File: config.mk
export PLATFORM = sky130hd
export DESIGN_NAME = compressed_int_decoder
export DESIGN_NICKNAME = d
export VERILOG_FILES = /design/src/design/cid_pkg.sv /design/src/design/cid_in_reg.sv /design/src/design/cid_decode.sv /design/src/design/cid_out_reg.sv /design/src/design/compressed_int_decoder.sv
export SDC_FILE = /design/constraint.sdc
export NUM_CORES = 1
export LEC_CHECK = 0
export ABC_AREA = 1
export BUFFER_PORTS_ARGS = -buffer_cell sky130_fd_sc_hd__buf_2
export CORE_UTILIZATION = 37
export DETAILED_ROUTE_END_ITERATION = 7
export GPL_ROUTABILITY_DRIVEN = 0
export GPL_TIMING_DRIVEN = 0
export PLACE_DENSITY = 0.6
export SLEW_MARGIN = 20
export SYNTH_ARGS = -nofsm -noshare
export SYNTH_HDL_FRONTEND = slang
export SYNTH_HIERARCHICAL = 1
export SYNTH_SLANG_ARGS = --single-unit
File: constraint.sdc
create_clock -name clk -period 4.2 [get_ports clk]
set_input_delay 1.26 -clock clk [delete_from_list [all_inputs] [get_ports clk]]
set_output_delay 1.26 -clock clk [all_outputs]
set_load 0.03 [all_outputs]
File: src/design/cid_pkg.sv
// ----------------------------------------------------------------------------
// cid_pkg
// Shared types and prefix constants for the compressed integer decoder.
// ----------------------------------------------------------------------------
package cid_pkg;

  localparam int unsigned ByteW  = 8;
  localparam int unsigned ValueW = 32;
  localparam int unsigned CountW = 3;

  localparam logic [ByteW-1:0] BYTE_NEG_ONE  = 8'hFF;
  localparam logic [ByteW-1:0] BYTE_RAW_LE   = 8'hF0;
  localparam logic [ByteW-1:0] MASK_TWO_BYTE = 8'h3F;
  localparam logic [ByteW-1:0] MASK_FOUR_BYTE = 8'h1F;

  localparam logic [1:0] PFX_TWO_BYTE  = 2'b10;
  localparam logic [2:0] PFX_FOUR_BYTE = 3'b110;

  localparam logic [CountW-1:0] CNT_IDLE     = 3'd0;
  localparam logic [CountW-1:0] CNT_TWO_BYTE = 3'd1;
  localparam logic [CountW-1:0] CNT_FOUR_BE  = 3'd3;
  localparam logic [CountW-1:0] CNT_FOUR_LE  = 3'd4;

  typedef struct packed {
    logic [ByteW-1:0] data_byte;
    logic             signed_mode;
    logic             buffer_end;
  } beat_t;

  typedef struct packed {
    logic [ValueW-1:0] value;
    logic              ok;
  } result_t;

endpackage

File: src/design/cid_in_reg.sv
// ----------------------------------------------------------------------------
// cid_in_reg
// Input register stage: captures one beat and holds it until the decoder
// consumes it.
// ----------------------------------------------------------------------------
module cid_in_reg (
  input  logic           clk,
  input  logic           rst_n,
  input  logic           in_valid,
  output logic           in_ready,
  input  cid_pkg::beat_t in_beat,
  output logic           beat_valid,
  input  logic           beat_take,
  output cid_pkg::beat_t beat
);

  logic           valid_r;
  logic           valid_nxt;
  cid_pkg::beat_t beat_r;

  assign in_ready   = !valid_r || beat_take;
  assign beat_valid = valid_r;
  assign beat       = beat_r;

  always_comb begin
    valid_nxt = valid_r;
    if (in_valid && in_ready) begin
      valid_nxt = 1'b1;
    end else if (beat_take) begin
      valid_nxt = 1'b0;
    end
  end

  always_ff @(posedge clk) begin
    if (!rst_n) begin
      valid_r <= 1'b0;
    end else begin
      valid_r <= valid_nxt;
    end
  end

  always_ff @(posedge clk) begin
    if (in_valid && in_ready) begin
      beat_r <= in_beat;
    end
  end

endmodule

File: src/design/cid_decode.sv
// ----------------------------------------------------------------------------
// cid_decode
// Decode state and next-state logic: while fire is high, one registered beat
// per cycle updates the byte count and accumulator and may produce one result.
// ----------------------------------------------------------------------------
module cid_decode (
  input  logic             clk,
  input  logic             rst_n,
  input  logic             fire,
  input  cid_pkg::beat_t   beat,
  output logic             emit,
  output cid_pkg::result_t result
);

  logic [cid_pkg::CountW-1:0] bytes_left_r;
  logic [cid_pkg::CountW-1:0] bytes_left_nxt;
  logic [cid_pkg::ValueW-1:0] acc_r;
  logic [cid_pkg::ValueW-1:0] acc_nxt;
  logic                       le_r;
  logic                       le_nxt;

  logic [cid_pkg::ByteW-1:0]  b;
  logic [cid_pkg::ValueW-1:0] acc_upd;
  logic [cid_pkg::ValueW-1:0] b_ext;
  logic [1:0]                 pos;
  logic [cid_pkg::CountW-1:0] cnt_dec;
  logic                       multi;

  assign b       = beat.data_byte;
  assign b_ext   = {{(cid_pkg::ValueW-cid_pkg::ByteW){1'b0}}, b};
  assign pos     = 2'(cid_pkg::CNT_FOUR_LE - bytes_left_r);
  assign cnt_dec = bytes_left_r - 3'd1;

  always_comb begin
    case (pos)
      2'd0:    acc_upd = acc_r | b_ext;
      2'd1:    acc_upd = acc_r | (b_ext << 8);
      2'd2:    acc_upd = acc_r | (b_ext << 16);
      2'd3:    acc_upd = acc_r | (b_ext << 24);
      default: acc_upd = acc_r;
    endcase
    if (!le_r) begin
      acc_upd = {acc_r[cid_pkg::ValueW-cid_pkg::ByteW-1:0], b};
    end
  end

  always_comb begin
    bytes_left_nxt = bytes_left_r;
    acc_nxt        = acc_r;
    le_nxt         = le_r;
    emit           = 1'b0;
    result         = '{value: '0, ok: 1'b0};
    multi          = 1'b0;
    if (bytes_left_r == cid_pkg::CNT_IDLE) begin
      bytes_left_nxt = cid_pkg::CNT_IDLE;
      acc_nxt        = '0;
      le_nxt         = 1'b0;
      if (beat.signed_mode && b == cid_pkg::BYTE_NEG_ONE) begin
        emit   = 1'b1;
        result = '{value: '1, ok: 1'b1};
      end else if (!b[7]) begin
        emit   = 1'b1;
        result = '{value: b_ext, ok: 1'b1};
      end else if (b[7:6] == cid_pkg::PFX_TWO_BYTE) begin
        multi          = 1'b1;
        acc_nxt        = b_ext & 32'(cid_pkg::MASK_TWO_BYTE);
        bytes_left_nxt = cid_pkg::CNT_TWO_BYTE;
      end else if (b[7:5] == cid_pkg::PFX_FOUR_BYTE) begin
        multi          = 1'b1;
        acc_nxt        = b_ext & 32'(cid_pkg::MASK_FOUR_BYTE);
        bytes_left_nxt = cid_pkg::CNT_FOUR_BE;
      end else if (b == cid_pkg::BYTE_RAW_LE) begin
        multi          = 1'b1;
        le_nxt         = 1'b1;
        bytes_left_nxt = cid_pkg::CNT_FOUR_LE;
      end else begin
        emit = 1'b1;
      end
      if (multi && beat.buffer_end) begin
        emit           = 1'b1;
        bytes_left_nxt = cid_pkg::CNT_IDLE;
        acc_nxt        = '0;
        le_nxt         = 1'b0;
      end
    end else begin
      acc_nxt        = acc_upd;
      bytes_left_nxt = cnt_dec;
      if (cnt_dec == cid_pkg::CNT_IDLE) begin
        emit    = 1'b1;
        result  = '{value: acc_upd, ok: 1'b1};
        acc_nxt = '0;
        le_nxt  = 1'b0;
      end else if (beat.buffer_end) begin
        emit           = 1'b1;
        bytes_left_nxt = cid_pkg::CNT_IDLE;
        acc_nxt        = '0;
        le_nxt         = 1'b0;
      end
    end
  end

  always_ff @(posedge clk) begin
    if (!rst_n) begin
      bytes_left_r <= cid_pkg::CNT_IDLE;
      acc_r        <= '0;
      le_r         <= 1'b0;
    end else if (fire) begin
      bytes_left_r <= bytes_left_nxt;
      acc_r        <= acc_nxt;
      le_r         <= le_nxt;
    end
  end

  a_le_needs_count: assert property (@(posedge clk) disable iff (!rst_n)
    le_r |-> bytes_left_r != cid_pkg::CNT_IDLE)
    else $error("raw form flag set with no bytes pending");

  a_count_range: assert property (@(posedge clk) disable iff (!rst_n)
    bytes_left_r <= cid_pkg::CNT_FOUR_LE)
    else $error("byte count out of range");

  a_last_byte_done: assert property (@(posedge clk) disable iff (!rst_n)
    fire && bytes_left_r == cid_pkg::CNT_TWO_BYTE |=> bytes_left_r == cid_pkg::CNT_IDLE)
    else $error("count did not return to idle after final byte");

endmodule

File: src/design/cid_out_reg.sv
// ----------------------------------------------------------------------------
// cid_out_reg
// Result register: holds one decoded value until the receiver takes it.
// ----------------------------------------------------------------------------
module cid_out_reg (
  input  logic             clk,
  input  logic             rst_n,
  input  logic             res_valid,
  output logic             res_ready,
  input  cid_pkg::result_t res,
  output logic             out_valid,
  input  logic             out_ready,
  output cid_pkg::result_t out_res
);

  logic             valid_r;
  logic             valid_nxt;
  cid_pkg::result_t res_r;

  assign res_ready = !valid_r || out_ready;
  assign out_valid = valid_r;
  assign out_res   = res_r;

  always_comb begin
    valid_nxt = valid_r;
    if (res_valid && res_ready) begin
      valid_nxt = 1'b1;
    end else if (out_ready) begin
      valid_nxt = 1'b0;
    end
  end

  always_ff @(posedge clk) begin
    if (!rst_n) begin
      valid_r <= 1'b0;
    end else begin
      valid_r <= valid_nxt;
    end
  end

  always_ff @(posedge clk) begin
    if (res_valid && res_ready) begin
      res_r <= res;
    end
  end

  a_fail_is_zero: assert property (@(posedge clk) disable iff (!rst_n)
    valid_r && !res_r.ok |-> res_r.value == '0)
    else $error("failed result carries a nonzero value");

endmodule

File: src/design/compressed_int_decoder.sv
// ----------------------------------------------------------------------------
// compressed_int_decoder
// Decodes variable-length compressed integers from a byte stream.
// ----------------------------------------------------------------------------
// Input beats carry one byte of the encoded buffer in in_tdata, the signed
// mode flag in in_tuser (looked at on a first byte only) and the end of the
// buffer in in_tlast. A result beat carries the 32-bit value in out_tdata
// and the ok flag in out_tuser; it appears when a value completes, when a
// first byte has a bad prefix, or when the buffer ends early (ok low,
// value zero). Beats that continue a value give no result.
// One beat is taken every cycle while a stalled receiver does not hold the
// result register full. A beat passes an input register, the decode logic
// and a result register; the byte count and accumulator are updated as
// each beat leaves the input register.
// Reset (rst_n low, synchronous) empties both registers and returns the
// decoder to awaiting a first byte.
// While the receiver holds out_tready low, the result register holds its
// beat and the input register can still take one more beat; after that
// in_tready drops until the result is taken.
// ----------------------------------------------------------------------------
module compressed_int_decoder (
  input  logic        clk,
  input  logic        rst_n,
  input  logic        in_tvalid,
  output logic        in_tready,
  input  logic [7:0]  in_tdata,   // [7:0] data_byte
  input  logic        in_tuser,   // [0] signed_mode
  input  logic        in_tlast,   // buffer_end
  output logic        out_tvalid,
  input  logic        out_tready,
  output logic [31:0] out_tdata,  // [31:0] value
  output logic        out_tuser   // [0] ok
);

  cid_pkg::beat_t   in_beat;
  cid_pkg::beat_t   beat;
  logic             beat_valid;
  logic             res_ready;
  logic             fire;
  logic             emit;
  cid_pkg::result_t dec_res;
  cid_pkg::result_t out_res;

  assign in_beat = '{data_byte: in_tdata, signed_mode: in_tuser, buffer_end: in_tlast};
  assign fire    = beat_valid && res_ready;

  cid_in_reg u_in_reg (
    .clk        (clk),
    .rst_n      (rst_n),
    .in_valid   (in_tvalid),
    .in_ready   (in_tready),
    .in_beat    (in_beat),
    .beat_valid (beat_valid),
    .beat_take  (fire),
    .beat       (beat)
  );

  cid_decode u_decode (
    .clk    (clk),
    .rst_n  (rst_n),
    .fire   (fire),
    .beat   (beat),
    .emit   (emit),
    .result (dec_res)
  );

  cid_out_reg u_out_reg (
    .clk       (clk),
    .rst_n     (rst_n),
    .res_valid (fire && emit),
    .res_ready (res_ready),
    .res       (dec_res),
    .out_valid (out_tvalid),
    .out_ready (out_tready),
    .out_res   (out_res)
  );

  assign out_tdata = out_res.value;
  assign out_tuser = out_res.ok;

endmodule
**Word level (Yosys, flattened, before mapping)**

Cells that the tools add are included.

- Flip-flop bits (word level): 81
- Output and inout port bits: 35
- Logic and storage cells: 90

- $add $sub $neg: 2
- Eq/ne operators: 7
- Mux-type cells: 50
- Bitwise gates (word level): 4
- Reductions and logical operators: 17

Operator list:

| operator | count |
|---|---|
| $mux 32 | 8 |
| $pmux 32 s4 | 1 |
| $mux 33 | 3 |
| $or 32x16->32 | 1 |
| $or 32x24->32 | 1 |
| $or 32x32->32 | 1 |
| $or 32x8->32 | 1 |
| $mux 1 | 27 |
| $mux 3 | 9 |
| $eq 8x8->1 const B | 2 |
| $mux 8 | 1 |
| $eq 2x2->1 const B | 3 |
| $logic_and 1x1->1 | 6 |
| $logic_not 3->1 | 2 |
| $mux 5 | 1 |
| $reduce_bool 2->1 | 2 |
| $eq 3x3->1 const B | 1 |
| $reduce_bool 3->1 | 1 |
| $sub 3x1->3 const B | 1 |
| $eq 2x1->1 const B | 1 |
| $logic_not 1->1 | 2 |
| $logic_not 2->1 | 1 |
| $logic_or 1x1->1 | 2 |
| $reduce_and 2->1 | 1 |
| $sub 1x2->2 const A | 1 |

**Logic depth before layout (Yosys ltp)**

- Depth after elaboration: 13
- Mapped depth: 13
- Mapped depth without buffers: 12

**Modules after synthesis**

Netlist, hierarchy kept.

Modules (own cells, without submodules):

| module | instances | cells an instance | area each (um2) | seq. area each (um2) |
|---|---|---|---|---|
| cid_decode | 1 | 490 | 2783.9 | 720.7 |
| cid_out_reg | 1 | 40 | 1042.2 | 1011.0 |
| cid_in_reg | 1 | 17 | 351.6 | 320.3 |
| compressed_int_decoder | 1 | 4 | 17.5 | 0.0 |

**Least setup slack after synthesis**

OpenSTA, ideal clock, no wires.

- Kind: input port to flip-flop
- From: in out_tready
- To: reg u_out_reg.res_r, in the netlist u_out_reg/out_res[0] (enable)
- Setup time: 434 ps
- Arrival: 3176 ps
- Required time: 3766 ps
- Slack: 589 ps
- Cell stages on the path: 6
- Path buffers: 0
- Path through: inv_2 > nand2_2 > nand2_1 > nor2_2 > inv_1 > a21oi_1

- Cells in the longest elaborated chain, start to end: 4

RTL lines:

| element | line | RTL |
|---|---|---|
| start: declaration | compressed_int_decoder.sv:30 | `input logic out_tready,` |
| $logic_or 1x1->1 (*) | cid_out_reg.sv:20 | `assign res_ready = !valid_r \|\| out_ready;` |
| named net res_ready | compressed_int_decoder.sv:38 | `logic res_ready;` |
| $logic_and 1x1->1 | compressed_int_decoder.sv:45 | `assign fire = beat_valid && res_ready;` |
| $logic_and 1x1->1 | compressed_int_decoder.sv:70 | `.res_valid (fire && emit),` |
| $logic_and 1x1->1 (*) | cid_out_reg.sv:42 | `if (res_valid && res_ready) begin` |
| end signal: assignment | cid_out_reg.sv:43 | `res_r <= res;` |
| end: declaration | cid_out_reg.sv:18 | `cid_pkg::result_t res_r;` |

Mark *: on every way through the listed nets, which the timed path passes. The rest lies on a longest branch.
A chain may end at the register's enable or synchronous reset.

**Worst setup path in the final report**

- From: in out_tready
- To: out in_tready

- Cells in the longest elaborated chain, start to end: 3

RTL lines:

| element | line | RTL |
|---|---|---|
| $logic_or 1x1->1 | cid_out_reg.sv:20 |  |
| named net res_ready | compressed_int_decoder.sv:38 |  |
| $logic_and 1x1->1 | compressed_int_decoder.sv:45 |  |
| named net fire | compressed_int_decoder.sv:39 | `logic fire;` |
| $logic_or 1x1->1 | cid_in_reg.sv:21 | `assign in_ready = !valid_r \|\| beat_take;` |
| end: declaration | compressed_int_decoder.sv:25 | `output logic in_tready,` |

The timed path passes the listed nets, and every way through them passes these cells.

==> impl_metrics.py <==
metrics = {
    "synth": {
        "synth_area_leaders": "edfxtp_1, nand2_1, dfxtp_1",
        "syn_area_um2": 4200,
        "syn_inst": 551,
        "ys_types": 29,
        "yosysSeqAreaShare": 0.489,
        "synthesis.nets": 572,
        "netlist.area_leader.share": 0.308,
        "ys_warn_count": 6,
        "yosys.area.top_type": "edfxtp_1",
        "ys_ff_latch": 81,
        "avgSynthCellArea_um2": 7.61,
    },
    "status": {
        "status": "complete, no violations",
    },
    "worst_setup_path": {
        "crit_fanout": 3,
        "reg2reg_depth": 13,
        "critPathRequiredTime_ns": 2.94,
        "rrSetupSlack_ns": 1.59,
        "regToRegStartpoint": "u_decode/bytes_left_r[0]",
        "crit_path_end_kind": "output port",
        "worstPathArrival_ns": 1.96,
        "worst_r2r_endpoint": "u_out_reg/out_res[26]",
        "crit_type": "in2out",
        "cp-start-kind": "input port",
    },
    "power_and_ir_drop": {
        "ir_drop_mv": 0.204,
        "leakagePower_uw": 0.00234,
        "powerDensity_nw_per_um2": 422,
    },
    "timing": {
        "slew_violations": 0,
        "worst_pin_slew_ns": 0.989,
        "max_slew_margin": 0.341,
        "period_minus_slack_ns": 3.22,
        "hold_viol_final": 0,
        "finalClockSkew_ns": 0.0101,
        "rsz0062_at_grt": "no",
        "fmax_ghz": 0.310,
        "setup_violations": 0,
        "finalCritPeriodShare": 0.767,
    },
    "clocking": {
        "cts_tree": "built",
        "hold_buffers": 0,
        "clk_latency_ns": 0.34,
        "cts-buffers-inserted": 9,
        "cts_resized": 0,
        "root_buffer": "clkbuf_16",
        "htreeDepth": 3,
        "clk_pin_slew_ns": 0.06,
        "clock-sinks": 81,
        "post_cts_buffers": 0,
        "cts_buffer_depth": 2,
    },
    "layout": {
        "antenna_cells": 0,
        "nets": 632,
        "final_area_um2": 4990,
        "fill_cells": 1093,
        "drive_gt1_frac": 0.170,
        "regArea_um2": 2050,
        "area_growth_pct": 19.1,
        "final_common_cell": "nand2_1",
        "multi_input_area_um2": 1790,
        "final_util": 0.457,
        "final_cell_mix": "nand2_1, buf_2, inv_1",
    },
    "global_route": {
        "grt_remaining_overflow": 0,
        "grt_antenna_before_repair": 0,
        "grt_pass1_vias": 3698,
        "grt_pass1_wl_um": 18300,
        "grt_start_max_net_pins": 27,
        "track_usage": 0.204,
    },
    "drt": {
        "viasPerCell": 5.03,
        "drt_pre_antenna_iters": 4,
        "wirelength_um": 11200,
        "drc": 0,
        "ant_nets": 0,
        "drtIter0Drc": 279,
        "dr_total_vias": 3799,
        "avgRoutedWirePerCell_um": 14.8,
    },
    "placement": {
        "dp_hpwl_um": 7730,
        "numPortBuffers": 48,
        "place_area_um2": 4650,
    },
    "worst_hold_path": {
        "worst_hold_path.num_cells": 2,
        "hp-start": "u_decode/acc_r[27]",
        "worstHoldEndpoint": "u_decode/acc_r[27]",
        "min_path_type": "reg2reg",
    },
    "floorplan": {
        "start_util": 0.384,
        "coreArea_um2": 10900,
        "die_area_um2": 11800,
        "die_h_um": 108,
        "die_width_um": 108,
        "num_rows": 38,
        "ios": 49,
    },
    "run": {
        "cap_violations": 0,
    },
}
## kinds of logic after synthesis
| kind of cell | count (synthesis) | share of synthesized area |
|---|---|---|
| compound gates | 73 | 0.103 |
| simple gates | 305 | 0.299 |
| fa+ha+maj | 7 | 0.0209 |
| buf+inv | 85 | 0.0874 |
| flops | 81 | 0.489 |
## stage by stage
stage	setup WS, ns	total power, uW	TNS (ns)	hold WS [ns]	instances
finish	0.979	2110	0	0.465	756
global route	0.921	2190	0	0.483	756
CTS	0.975	2120	0	0.467	756
detailed placement	0.977	1210	0	0.457	740
global placement	-0.103	1200	-3.25	0.449	739
floorplan	0.589	1120	0	0.442	551
## flip-flops by register name, indices dropped and copies added, names as in the netlist
register / cells
u_out_reg/out_valid: 1
u_decode/le_r: 1
u_in_reg/beat: 10
u_decode/acc_r: 32
u_out_reg/out_res: 33
u_decode/bytes_left_r: 3
u_in_reg/beat_valid: 1
## report_power, final
group          internal [uW]  switching, uW
combinational           79.7            226
sequential               874           20.4
clock                    596            311
total                   1550            557
## Yosys cell counts, drive strengths merged
master  count
nand2     238
inv        56
nand3      45
a21oi      44
edfxtp     43
dfxtp      38
o21bai     18
buf        17
nor2       13
clkbuf     10
ha          7
o21ai       7
nand4       4
a31oi       3
nor3        3
clkinv      2
or2         2
a211oi      1
## metal layers
layer  vias to the layer above  routed length [um]  global-route usage
met3                        24                 695              0.0368
li1                       1879                   -                   -
met5                         -                   0                   0
met2                       126                5190               0.332
met4                         0                 333              0.0907
met1                      1770                4950               0.264
## cell type report
cell class                 instances  area share
multi-input combinational        385       0.358
clock inverter                     5      0.0205
buffer                            27      0.0293
timing repair buffer              49      0.0536
inverter                          58      0.0441
tap                              140      0.0351
clock buffer                      11      0.0486
sequential                        81       0.411
## worst max-delay path by stage
stage,cells after the start,to,from
CTS,8,in_tready,out_tready
global route,8,in_tready,out_tready
floorplan,6,u_out_reg/out_res[0],out_tready
global placement,7,u_out_reg/out_res[30],out_tready
detailed placement,8,in_tready,out_tready
finish,8,in_tready,out_tready
## critical path, stage by stage
cell,delay [ns]
buf_2,0.10
inv_2,0.07
nand2_2,0.06
nand2_1,0.09
inv_1,0.08
inv_2,0.07
nand2_2,0.05
buf_2,0.17
Note: power is estimated with default switching activity, not from simulation.
